### src/sv/bdta_pkg.sv
package bdta_pkg;

    localparam int MAX_COLS    = 256;
    localparam int MAX_TILE    = 64;
    localparam int PALETTE_LEN = 68;
    localparam int ROM_LEN     = 68;

    localparam int COL_W      = $clog2(MAX_COLS);
    localparam int TILE_W     = $clog2(MAX_TILE);
    localparam int SUM_W      = 20;
    localparam int CFG_TILE_W = 7;
    localparam int CFG_COLS_W = 9;
    localparam int DIVISOR_W  = 13;
    localparam int MEAN_W     = 8;
    localparam int STEP_W     = 4;
    localparam int ADDR_W     = 4;
    localparam int DATA_W     = 32;

    localparam logic [1:0] REG_BLOCK_W  = 2'd0;
    localparam logic [1:0] REG_BLOCK_H  = 2'd1;
    localparam logic [1:0] REG_OUT_COLS = 2'd2;

    localparam logic [CFG_TILE_W-1:0] BLOCK_W_RST  = 7'd4;
    localparam logic [CFG_TILE_W-1:0] BLOCK_H_RST  = 7'd8;
    localparam logic [CFG_COLS_W-1:0] OUT_COLS_RST = 9'd80;

    localparam logic [8*ROM_LEN-1:0] CHAR_ROM =
        "@B%8&WM#*oahkbdpqwmZO0QLCJUYXzcvunxrjft/|()1{}[]?-_+~<>i!lI;:,\" ^'. ";

    typedef struct packed {
        logic [7:0] pixel;
        logic       frame_start;
    } t_pix_word;

    typedef struct packed {
        logic [7:0] char_code;
        logic       line_end;
    } t_char_word;

    typedef struct packed {
        logic             rd_en;
        logic [COL_W-1:0] rd_addr;
        logic             wr_en;
        logic [COL_W-1:0] wr_addr;
        logic [SUM_W-1:0] wr_data;
    } t_mem_req;

    typedef struct packed {
        logic                 start;
        logic [SUM_W-1:0]     dividend;
        logic [DIVISOR_W-1:0] divisor;
    } t_div_req;

    typedef struct packed {
        logic              done;
        logic [MEAN_W-1:0] mean;
    } t_div_rsp;

    typedef enum logic [1:0] {
        S_IDLE,
        S_READ,
        S_DIV,
        S_EMIT
    } t_state;

    function automatic logic [7:0] palette_char(input logic [MEAN_W-1:0] mean);
        logic [14:0] prod;
        logic [6:0]  idx;
        prod = {7'd0, mean} * 15'(PALETTE_LEN);
        idx  = prod[14:8];
        if (idx >= 7'(ROM_LEN)) begin
            idx = 7'(ROM_LEN - 1);
        end
        return CHAR_ROM[8*(ROM_LEN-1-int'(idx)) +: 8];
    endfunction

endpackage

### src/sv/bdta_div.sv
module bdta_div (
    input  logic               i_clk,
    input  logic               i_rst_n,
    input  bdta_pkg::t_div_req i_req,
    output bdta_pkg::t_div_rsp o_rsp
);
    import bdta_pkg::*;

    logic                 r_busy;
    logic                 r_done;
    logic [STEP_W-1:0]    r_step;
    logic [SUM_W-1:0]     r_rem;
    logic [DIVISOR_W-1:0] r_div;
    logic [MEAN_W-1:0]    r_quo;
    logic                 r_sat;
    logic [MEAN_W-1:0]    r_mean;

    logic [SUM_W:0]       w_shift;
    logic                 w_ge;
    logic                 w_top;
    logic [MEAN_W-1:0]    w_quo_next;

    always_comb begin
        w_shift    = {{(SUM_W+1-DIVISOR_W){1'b0}}, r_div} << r_step;
        w_ge       = {1'b0, r_rem} >= w_shift;
        w_top      = r_step == STEP_W'(MEAN_W);
        w_quo_next = r_quo;
        if (!w_top && w_ge) begin
            w_quo_next[r_step[2:0]] = 1'b1;
        end
    end

    always_ff @(posedge i_clk) begin
        if (!i_rst_n) begin
            r_busy <= 1'b0;
            r_done <= 1'b0;
            r_step <= '0;
        end else begin
            r_done <= r_busy && (r_step == '0);
            if (i_req.start) begin
                r_busy <= 1'b1;
                r_step <= STEP_W'(MEAN_W);
            end else if (r_busy) begin
                if (r_step == '0) begin
                    r_busy <= 1'b0;
                end else begin
                    r_step <= r_step - 1'b1;
                end
            end
        end
    end

    // restoring division, top step only detects a quotient above 255
    always_ff @(posedge i_clk) begin
        if (i_req.start) begin
            r_rem <= i_req.dividend;
            r_div <= i_req.divisor;
            r_quo <= '0;
            r_sat <= 1'b0;
        end else if (r_busy) begin
            if (w_top) begin
                r_sat <= w_ge;
            end else if (w_ge) begin
                r_rem <= r_rem - w_shift[SUM_W-1:0];
            end
            r_quo <= w_quo_next;
            if (r_step == '0) begin
                r_mean <= r_sat ? '1 : w_quo_next;
            end
        end
    end

    assign o_rsp.done = r_done;
    assign o_rsp.mean = r_mean;

endmodule

### config.mk
export PLATFORM = sky130hd
export DESIGN_NAME = bdta_div
export DESIGN_NICKNAME = d
export VERILOG_FILES = /design/src/sv/bdta_pkg.sv /design/src/sv/bdta_div.sv
export SDC_FILE = /design/constraint.sdc
export NUM_CORES = 1
export LEC_CHECK = 0
export BUFFER_PORTS_ARGS = -buffer_cell sky130_fd_sc_hd__buf_4
export CELL_PAD_IN_SITES_DETAIL_PLACEMENT = 1
export CELL_PAD_IN_SITES_GLOBAL_PLACEMENT = 1
export CORE_MARGIN = 2
export CORE_UTILIZATION = 36
export CTS_CLUSTER_DIAMETER = 80
export CTS_CLUSTER_SIZE = 16
export DETAILED_ROUTE_END_ITERATION = 6
export PLACE_DENSITY = 0.71
export RECOVER_POWER = 100
export SLEW_MARGIN = 40
export SYNTH_ARGS = -nofsm -noshare
export SYNTH_HDL_FRONTEND = slang
export SYNTH_SLANG_ARGS = --single-unit
### constraint.sdc
create_clock -name i_clk -period 4.1 [get_ports i_clk]
set_clock_uncertainty 0.2 [all_clocks]
set_input_delay 0.205 -clock i_clk [delete_from_list [all_inputs] [get_ports i_clk]]
set_output_delay 0.205 -clock i_clk [all_outputs]
set_load 0.01 [all_outputs]
* Word level (Yosys, flattened, before mapping)
Index checks and enable logic that the tools add are counted.
** Storage, ports and cells
- Bits in registers :: 56
- Input port bits :: 36
** Operators by class
- Add/sub/neg operators :: 2
- $lt $le $gt $ge :: 3
- Equal/unequal tests :: 3
- Shift-type cells :: 1
- Multiplexer cells :: 13
- Bitwise logic cells :: 4
- Reduce and logical (&&, ||, !) cells :: 13
** Operators by type and width (number)
- 20-bit two-way mux :: 4
- 20-bit by 21-bit >= comparator with 1-bit output :: 1
- 13-bit by 4-bit left shift with 21-bit output :: 1
- 20-bit subtractor :: 1
- 4-bit two-way mux :: 3
- 8-bit two-way mux :: 1
- 8-bit OR :: 1
- 2-bit AND reduction :: 3
- 3-bit AND reduction :: 2
- 4-bit equality test, second input constant :: 1
- 4-bit zero test :: 1
- 3-bit by 4-bit less-than comparator with 1-bit output, second input constant :: 1
- 1-bit two-way mux :: 4
- 2-bit inequality test, second input constant :: 2
- 2-bit nonzero test :: 2
- 4-bit by 1-bit subtractor with 4-bit output, second input constant :: 1
- 1-bit demux with 3-bit select :: 1
- 3-bit by 1-bit >= comparator with 1-bit output, second input constant :: 1
- 1-bit logical AND :: 3
- 1-bit inverter :: 3
- 2-bit OR reduction :: 1
- 1-bit zero test :: 1

* Logic depth before layout (Yosys ltp)
Gate-level depths: netlist of the first run.
- Depth in word-level cells :: 6
- Mapped depth :: 17

* Least setup slack after synthesis of the first run
Ideal clock, no wire load.
- Path kind :: reg2reg
- Start point :: register r_step[0]
- End point :: register r_rem[0], enable pin
- Data arrival time :: 3.864 ns
- Path slack :: -0.345 ns
- Cell stages (with the launch flop) :: 16
- Period minus slack after synthesis :: 4.445 ns
- Cells stage by stage :: dfxtp_1 -> clkbuf_1 -> clkbuf_1 -> buf_1 -> a32oi_1 -> nor2_1 -> a21oi_1 -> ha_1 -> nand4_1 -> or4_1 -> nor3_1 -> or4_1 -> a21o_4 -> nand2_8 -> buf_12 -> o21ai_2
** On the way
- Longest elaborated chain between the ends :: 4
- Elaborated cells between the ends (all ways) :: 6
- Classes of those cells :: 1 x order compare; 2 x eq/ne; 1 x shift; 2 x reduce/logical
** Ends and longest elaborated chain
- start: declaration :: line bdta_div.sv:11 : logic [STEP_W-1:0] r_step;
- start signal: assignment :: line bdta_div.sv:42 : r_step <= STEP_W'(MEAN_W);
- start signal: assignment :: line bdta_div.sv:47 : r_step <= r_step - 1'b1;
- 13-bit by 4-bit left shift with 21-bit output :: line bdta_div.sv:24 : w_shift = {{(SUM_W+1-DIVISOR_W){1'b0}}, r_div} << r_step;
- 20-bit by 21-bit >= comparator with 1-bit output :: line bdta_div.sv:25 : w_ge = {1'b0, r_rem} >= w_shift;
- 2-bit nonzero test (no source line)
- 3-bit AND reduction (no source line) (*)
- end signal: assignment :: line bdta_div.sv:56 : r_rem <= i_req.dividend;
- end signal: assignment :: line bdta_div.sv:64 : r_rem <= r_rem - w_shift[SUM_W-1:0];
- end: declaration :: line bdta_div.sv:12 : logic [SUM_W-1:0] r_rem;
Every way passes the cells marked *; elsewhere a longest branch is shown, timed or not.
A chain may end at the register's enable or synchronous reset.

* Worst setup path after layout of the first run
- Start point :: register r_step[0]
- End point :: register r_mean[5] (data pin)
** On the way
- Longest elaborated chain between the ends :: 6
- Elaborated cells between the ends (all ways) :: 12
- Classes of those cells :: 3 x order compare; 1 x eq/ne; 1 x shift; 3 x mux; 1 x bitwise; 3 x reduce/logical
** Ends and longest elaborated chain
- branches (longest 5 deep; another with 20-bit by 21-bit >= comparator with 1-bit output)
- 8-bit two-way mux (*) :: line bdta_div.sv:28 : if (!w_top && w_ge) begin
- end signal: assignment :: line bdta_div.sv:68 : r_mean <= r_sat ? '1 : w_quo_next;
- end: declaration :: line bdta_div.sv:16 : logic [MEAN_W-1:0] r_mean;
Every way passes the cells marked *.

==> impl_metrics.env, run 1 <==
export IMPL_crit_top_cell="a21o_1"
export IMPL_route_top_layer_used="met4"
export IMPL_r2r_end="r_mean[5]"
export IMPL_htree_levels=2
export IMPL_setup_viol=0
export IMPL_die_y_um=107.6
export IMPL_antenna_cells=0
export IMPL_antenna_found_initial=0
export IMPL_boundaryPins=45
export IMPL_start_util=0.3726
export IMPL_r2r_start="r_step[0]"
export IMPL_finalPower_uw=2124
export IMPL_grt_pass1_vias=3688
export IMPL_grt_usage=0.2015
export IMPL_crit_fanout=21
export IMPL_worstMarginPinSlew_ns=0.7416
export IMPL_hold_viol_final=1
export IMPL_cpLargestDelayFamily="compound AO/OA/AOI/OAI gates"
export IMPL_crit_buf_inv=2
export IMPL_leakage_uw=0.001855
export IMPL_max_stage_delay_ns=0.54
export IMPL_grt_overflow=0
export IMPL_slowest_stage="mux4_2"
export IMPL_crit_type="reg -> reg"
export IMPL_synth_cell_types=63
export IMPL_drv_slew=0
export IMPL_grt_max_degree=65
export IMPL_drive_gt1_frac=0.2127
export IMPL_core_um2=10370
export IMPL_async_flop_share=0
export IMPL_yosys_warnings=0
export IMPL_startpoint_type="flip-flop"
export IMPL_synth_common_cells="nand2_1 (55), edfxtp_1 (41), nor2_1 (33), a21oi_1 (27), ha_1 (21)"
export IMPL_r2r_cells=14
export IMPL_arrival_ns=3.86
export IMPL_final_util=0.4713
export IMPL_place_gp_congestion=0.8205
export IMPL_crit_required_ns=4.00
export IMPL_ant_nets=0
export IMPL_min_to="r_rem[13]"
export IMPL_port_buffers=44
export IMPL_hold_class="in -> reg"
export IMPL_synth_area_leader_cell="edfxtp_1"
export IMPL_met1Wirelength_um=4741
export IMPL_failed_checks="hold timing"
export IMPL_cts_tree="built"
export IMPL_grt_first_pass_wirelength_um=18210
export IMPL_min_path_cells=3
export IMPL_syn_inst=407
export IMPL_synth_most_common_cell="nand2_1"
export IMPL_clk_latency_ns=0.33
export IMPL_setup_ws_ns=0.1353
export IMPL_hold_path_startpoint="i_req[26]"
export IMPL_multiInputGateArea_um2=2220
export IMPL_die_area_um2=11580
export IMPL_synth_fp_nets=465
export IMPL_avgSynthCellArea_um2=9.493
export IMPL_die_x_um=107.6
export IMPL_clock_sinks=56
export IMPL_p_per_area_nw_per_um2=434.7
export IMPL_cts_buffers=5
export IMPL_fillCellCount=1192
export IMPL_syn_area_um2=3864
export IMPL_post_drt_wl_per_cell_um=17.54
export IMPL_clockBufferDepth=2
export IMPL_dr_wl_met3_um=296
export IMPL_synth_top_cell_area_share=0.3187
export IMPL_max_freq_mhz=252.2
export IMPL_floorplan_rows=37
export IMPL_ys_flop_type="edfxtp_1"
export IMPL_wirelength_um=10960
export IMPL_r2r_slack_ns=0.14
export IMPL_post_route_drc_count=0
export IMPL_maxCapViolations=0
export IMPL_path_cells="buf_12, mux4_2, a221oi_1, a21o_1, ha_1, a21o_1, a21o_1, a21oi_4, a21oi_2, or4_1, a21o_4, nand2_8, buf_6, o31ai_2"
export IMPL_relSlewSlack=0.5038
export IMPL_synth_area_top_cells="edfxtp_1 (32%), dfxtp_1 (7.8%), ha_1 (6.8%), nand2_1 (5.3%), a21oi_1 (3.5%)"
export IMPL_postCtsSetupBuffers=0
export IMPL_drtPass1Iterations=4
export IMPL_finalCritPeriodShare=0.9670
export IMPL_syn_to_final_growth_pct=26.49
export IMPL_whs_ns=-0.002602
export IMPL_ir_drop_mv=0.1855
export IMPL_drtIter0Drc=156
export IMPL_fin_crit_ns=3.965
export IMPL_status="complete, but fails checks"
export IMPL_avgViaCountPerCell=5.350
export IMPL_vias=3344
export IMPL_wl_met2_um=5789
export IMPL_cts_root_buf="clkbuf_8"
export IMPL_end_kind="flip-flop"
export IMPL_nets=546
export IMPL_regArea_um2=1531
export IMPL_preCtsSetupSlack_ns=0.05404
export IMPL_clkTransAtPathRegs_ns=0.11
export IMPL_post_dp_hpwl_um=8100
export IMPL_seq_area_frac_synth=0.3964
export IMPL_synth_edf_count=41
export IMPL_synth_seq_cells=56
[tightest hold or removal path, cell delays in order]
cell and delay (ns):
buf_4 0.08, nand2_1 0.05, o21ai_1 0.08
[sequential cells by signal (all words and copies together), names as in the netlist]
signal and flops:
r_sat 1, r_done 1, r_step 4, r_div 13, r_quo 8, r_mean 8, r_rem 20, r_busy 1
[through the flow]
step                TNS [ns]  cells  cell area, um^2  hold slack, ns
finish                     0    625             4887       -0.002602
detailed placement         0    586             4459          0.1851
CTS                        0    625             4858         0.01396
floorplan                  0    407             3874          0.1039
global route        -0.02429    625             4887         0.02231
global placement           0    586             4459          0.1843
[cell usage in the layout (no fill, tap or decap), types with 5 or more instances in the layout]
cell           instances
o21ai_0               13
mux2i_1                9
xnor2_1                8
a21oi_1               24
nor3_1                 8
clkbuf_8               5
a211oi_1               7
nand2_1               55
nand3_1                6
dlygate4sd3_1         31
o31ai_2                6
a22oi_1                6
clkbuf_1              10
dfxtp_1               15
a21o_1                 6
ha_1                  20
mux2_2                 8
buf_4                 38
inv_1                 19
clkbuf_4              13
nor2b_1                9
edfxtp_1              41
nor2_1                32
xor2_1                 6
o21ai_1               14
[worst max path at each step]
stage	from	endpoint	slack [ns]	cells past startpoint
floorplan	r_step[1]	r_rem[0]	0.02	15
global placement	r_step[0]	r_rem[11]	0.11	16
detailed placement	r_step[0]	r_rem[11]	0.05	16
CTS	r_step[0]	r_rem[11]	0.01	16
global route	r_step[0]	r_rem[11]	-0.02	14
finish	r_step[0]	r_mean[5]	0.14	14
[logic make-up (layout without fill, tap and decap cells)]
kind of cell,Yosys count,in the layout,synth area share
xor+xnor,14,14,0.03174
flops,56,56,0.3964
buf+inv,42,124,0.04631
mux,21,21,0.06671
fa+ha+maj,22,22,0.07319
simple gates,135,135,0.1629
compound gates,117,117,0.2228
[power breakdown]
group | switching, uW | internal, uW
sequential | 41.1 | 709
combinational | 595 | 457
clock | 200 | 122
total | 836 | 1290
[area by class of cell]
type                       count  share of cell area
clock buffer                   6             0.01485
clock inverter                 2            0.003328
inverter                      21             0.01613
multi-input combinational    309              0.4542
sequential                    56              0.3134
tap                          136             0.03482
timing repair buffer          95              0.1633
[routing by layer]
metal | vias to the layer above | GRT usage
met5 | - | 0
met4 | 0 | 0.05311
met3 | 12 | 0.03208
met2 | 49 | 0.3756
met1 | 1621 | 0.2381
li1 | 1662 | -
[what timing repair did]
item / CTS / global route
hold endpoints to repair: 36 / 0
hold buffers: 31 / 0
endpoints found under the setup margin: 0 / 43
resized for setup: 0 / 14
No activity file was read; power rests on OpenSTA's default activity.
==> run 2: changes to the inputs <==
--- a/config.mk
+++ b/config.mk
@@ -13,7 +13,7 @@
 export CTS_CLUSTER_DIAMETER = 80
 export CTS_CLUSTER_SIZE = 16
 export DETAILED_ROUTE_END_ITERATION = 6
-export PLACE_DENSITY = 0.71
+export PLACE_DENSITY = 0.7
 export RECOVER_POWER = 100
 export SLEW_MARGIN = 40
 export SYNTH_ARGS = -nofsm -noshare
==> run 2 against run 1 <==
Compared with the run above:
- the run now ends clean
- critical path depth rose by 2
- combinational power rose by 8%
- largest cell class unchanged
- final cell count rose by 2.6%
- largest power group unchanged
- critical endpoint is now r_mean[0]
- via count rose by 3.8%
- routed wire length rose by 4.3%
- highest routed layer unchanged
- global-route usage rose by 0.76 points
==> impl_metrics.env, run 2 (synthesis results as in run 1) <==
export IMPL_status="finished, final reports clean"
export IMPL_clock_sinks=56
export IMPL_setup_viol=0
export IMPL_multiInputGateArea_um2=2232
export IMPL_regArea_um2=1536
export IMPL_arrival_ns=3.88
export IMPL_r2r_start="r_step[0]"
export IMPL_cpLargestDelayFamily="compound AO/OA/AOI/OAI gates"
export IMPL_drtPass1Iterations=4
export IMPL_r2r_end="r_mean[0]"
export IMPL_post_dp_hpwl_um=8338
export IMPL_crit_required_ns=3.98
export IMPL_top_register="r_rem"
export IMPL_port_buffers=44
export IMPL_clkTransAtPathRegs_ns=0.11
export IMPL_fin_crit_ns=4.000
export IMPL_mostFrequentLayoutCells="nand2_1 (55), buf_4 (53), edfxtp_1 (41)"
export IMPL_vias=3471
export IMPL_startpoint_type="flip-flop"
export IMPL_worstMarginPinSlew_ns=0.6857
export IMPL_grt_pass1_vias=3712
export IMPL_cts_buffers=5
export IMPL_clk_latency_ns=0.33
export IMPL_r2r_cells=16
export IMPL_start_util=0.3726
export IMPL_rsz0062_at_grt="false"
export IMPL_nets=562
export IMPL_htree_levels=2
export IMPL_crit_fanout=10
export IMPL_floorplan_rows=37
export IMPL_final_util=0.4833
export IMPL_tns_ns=0
export IMPL_relSlewSlack=0.5428
export IMPL_die_area_um2=11580
export IMPL_place_gp_congestion=0.8626
export IMPL_hold_viol_final=0
export IMPL_boundaryPins=45
export IMPL_die_y_um=107.6
export IMPL_drive_gt1_frac=0.2515
export IMPL_mostFrequentLayoutCell="nand2_1"
export IMPL_largest_reg_flops=20
export IMPL_antenna_found_initial=0
export IMPL_hold_path_startpoint="i_req[24]"
export IMPL_crit_type="reg -> reg"
export IMPL_min_path_cells=3
export IMPL_path_cells="buf_6, inv_4, nor2_2, nand2_1, o21ai_1, mux2i_1, a21o_1, ha_1, a21o_1, a21o_1, a21oi_4, a21oi_2, or4_4, a21o_4, buf_4, a311o_1"
export IMPL_drv_slew=0
export IMPL_p_per_area_nw_per_um2=440.6
export IMPL_grt_first_pass_wirelength_um=18730
export IMPL_crit_buf_inv=3
export IMPL_antenna_cells=0
export IMPL_syn_to_final_growth_pct=29.73
export IMPL_slowest_stage="or4_4"
export IMPL_r2r_slack_ns=0.10
export IMPL_core_um2=10370
export IMPL_maxCapViolations=0
export IMPL_post_route_drc_count=0
export IMPL_clockBufferDepth=2
export IMPL_hold_class="in -> reg"
export IMPL_setup_ws_ns=0.1003
export IMPL_crit_top_cell="a21o_1"
export IMPL_cts_tree="built"
export IMPL_finalPower_uw=2209
export IMPL_drtIter0Drc=125
export IMPL_grt_overflow=0
export IMPL_post_drt_wl_per_cell_um=17.84
export IMPL_grt_usage=0.2091
export IMPL_end_kind="flip-flop"
export IMPL_whs_ns=0.00008812
export IMPL_preCtsSetupSlack_ns=-0.05255
export IMPL_max_stage_delay_ns=0.51
export IMPL_avgViaCountPerCell=5.415
export IMPL_max_freq_mhz=250.0
export IMPL_leakage_uw=0.001941
export IMPL_cts_root_buf="clkbuf_8"
export IMPL_reg_top3="r_rem x20, r_div x13"
export IMPL_wirelength_um=11440
export IMPL_ir_drop_mv=0.1824
export IMPL_fillCellCount=1196
export IMPL_min_to="r_rem[11]"
export IMPL_grt_max_degree=65
export IMPL_die_x_um=107.6
export IMPL_finalCritPeriodShare=0.9755
export IMPL_ant_nets=0
-- run 2: cell count changes in the layout (fill, tap and decap cells not counted), sizes merged --
cell / before / now
buf: 42 / 57
clkbuf: 28 / 27
inv: 20 / 21
o21ai: 29 / 30
-- run 2: layout make-up --
class	count	share of cell area
inverter	21	0.01623
multi-input combinational	310	0.4453
clock buffer	5	0.01373
clock inverter	3	0.004244
timing repair buffer	110	0.1800
tap	136	0.03395
sequential	56	0.3065
-- run 2: tightest hold or removal path, stage by stage --
cell and delay [ns]:
buf_4 0.08, nand2_1 0.05, o21ai_1 0.08
-- run 2: how the worst max path moves through the flow --
stage,startpoint,endpoint,slack [ns],cells past startpoint
after floorplan,r_step[1],r_rem[0],0.02,15
after global placement,r_step[0],r_rem[13],0.07,14
after detailed placement,r_step[0],r_rem[6],-0.05,12
after CTS,r_step[0],r_mean[0],0.05,16
after global routing,r_step[0],r_mean[0],0.01,16
final,r_step[0],r_mean[0],0.10,16
-- run 2: per-layer routing --
metal / vias to the layer above / wire length, um / global-route usage
met5: - / 0 / 0
li1: 1679 / - / -
met1: 1731 / 4959 / 0.2523
met2: 49 / 6029 / 0.3850
met4: 0 / 176 / 0.05861
met3: 12 / 272 / 0.02906
-- run 2: per-stage QoR --
step,instances,area [um^2]
after global placement,600,4539
after global routing,641,5012
after floorplan,407,3874
after detailed placement,600,4539
after CTS,640,4962
final,641,5012
-- run 2: timing repair --
item / CTS / global route
gates cloned: 1 / 0
gates resized for setup: 3 / 23
endpoints found under the setup margin: 24 / 42
hold endpoints to repair: 33 / 0
hold buffers: 31 / 0
pin swaps: 1 / 1
buffers inserted: 0 / 1
-- run 2: where the power goes --
group          switching [uW]  total (uW)  leakage (uW)  internal [uW]
sequential               46.0         755      0.000525            709
clock                     203         325     0.0000445            122
combinational             611        1130       0.00137            518
total                     859        2210       0.00194           1350
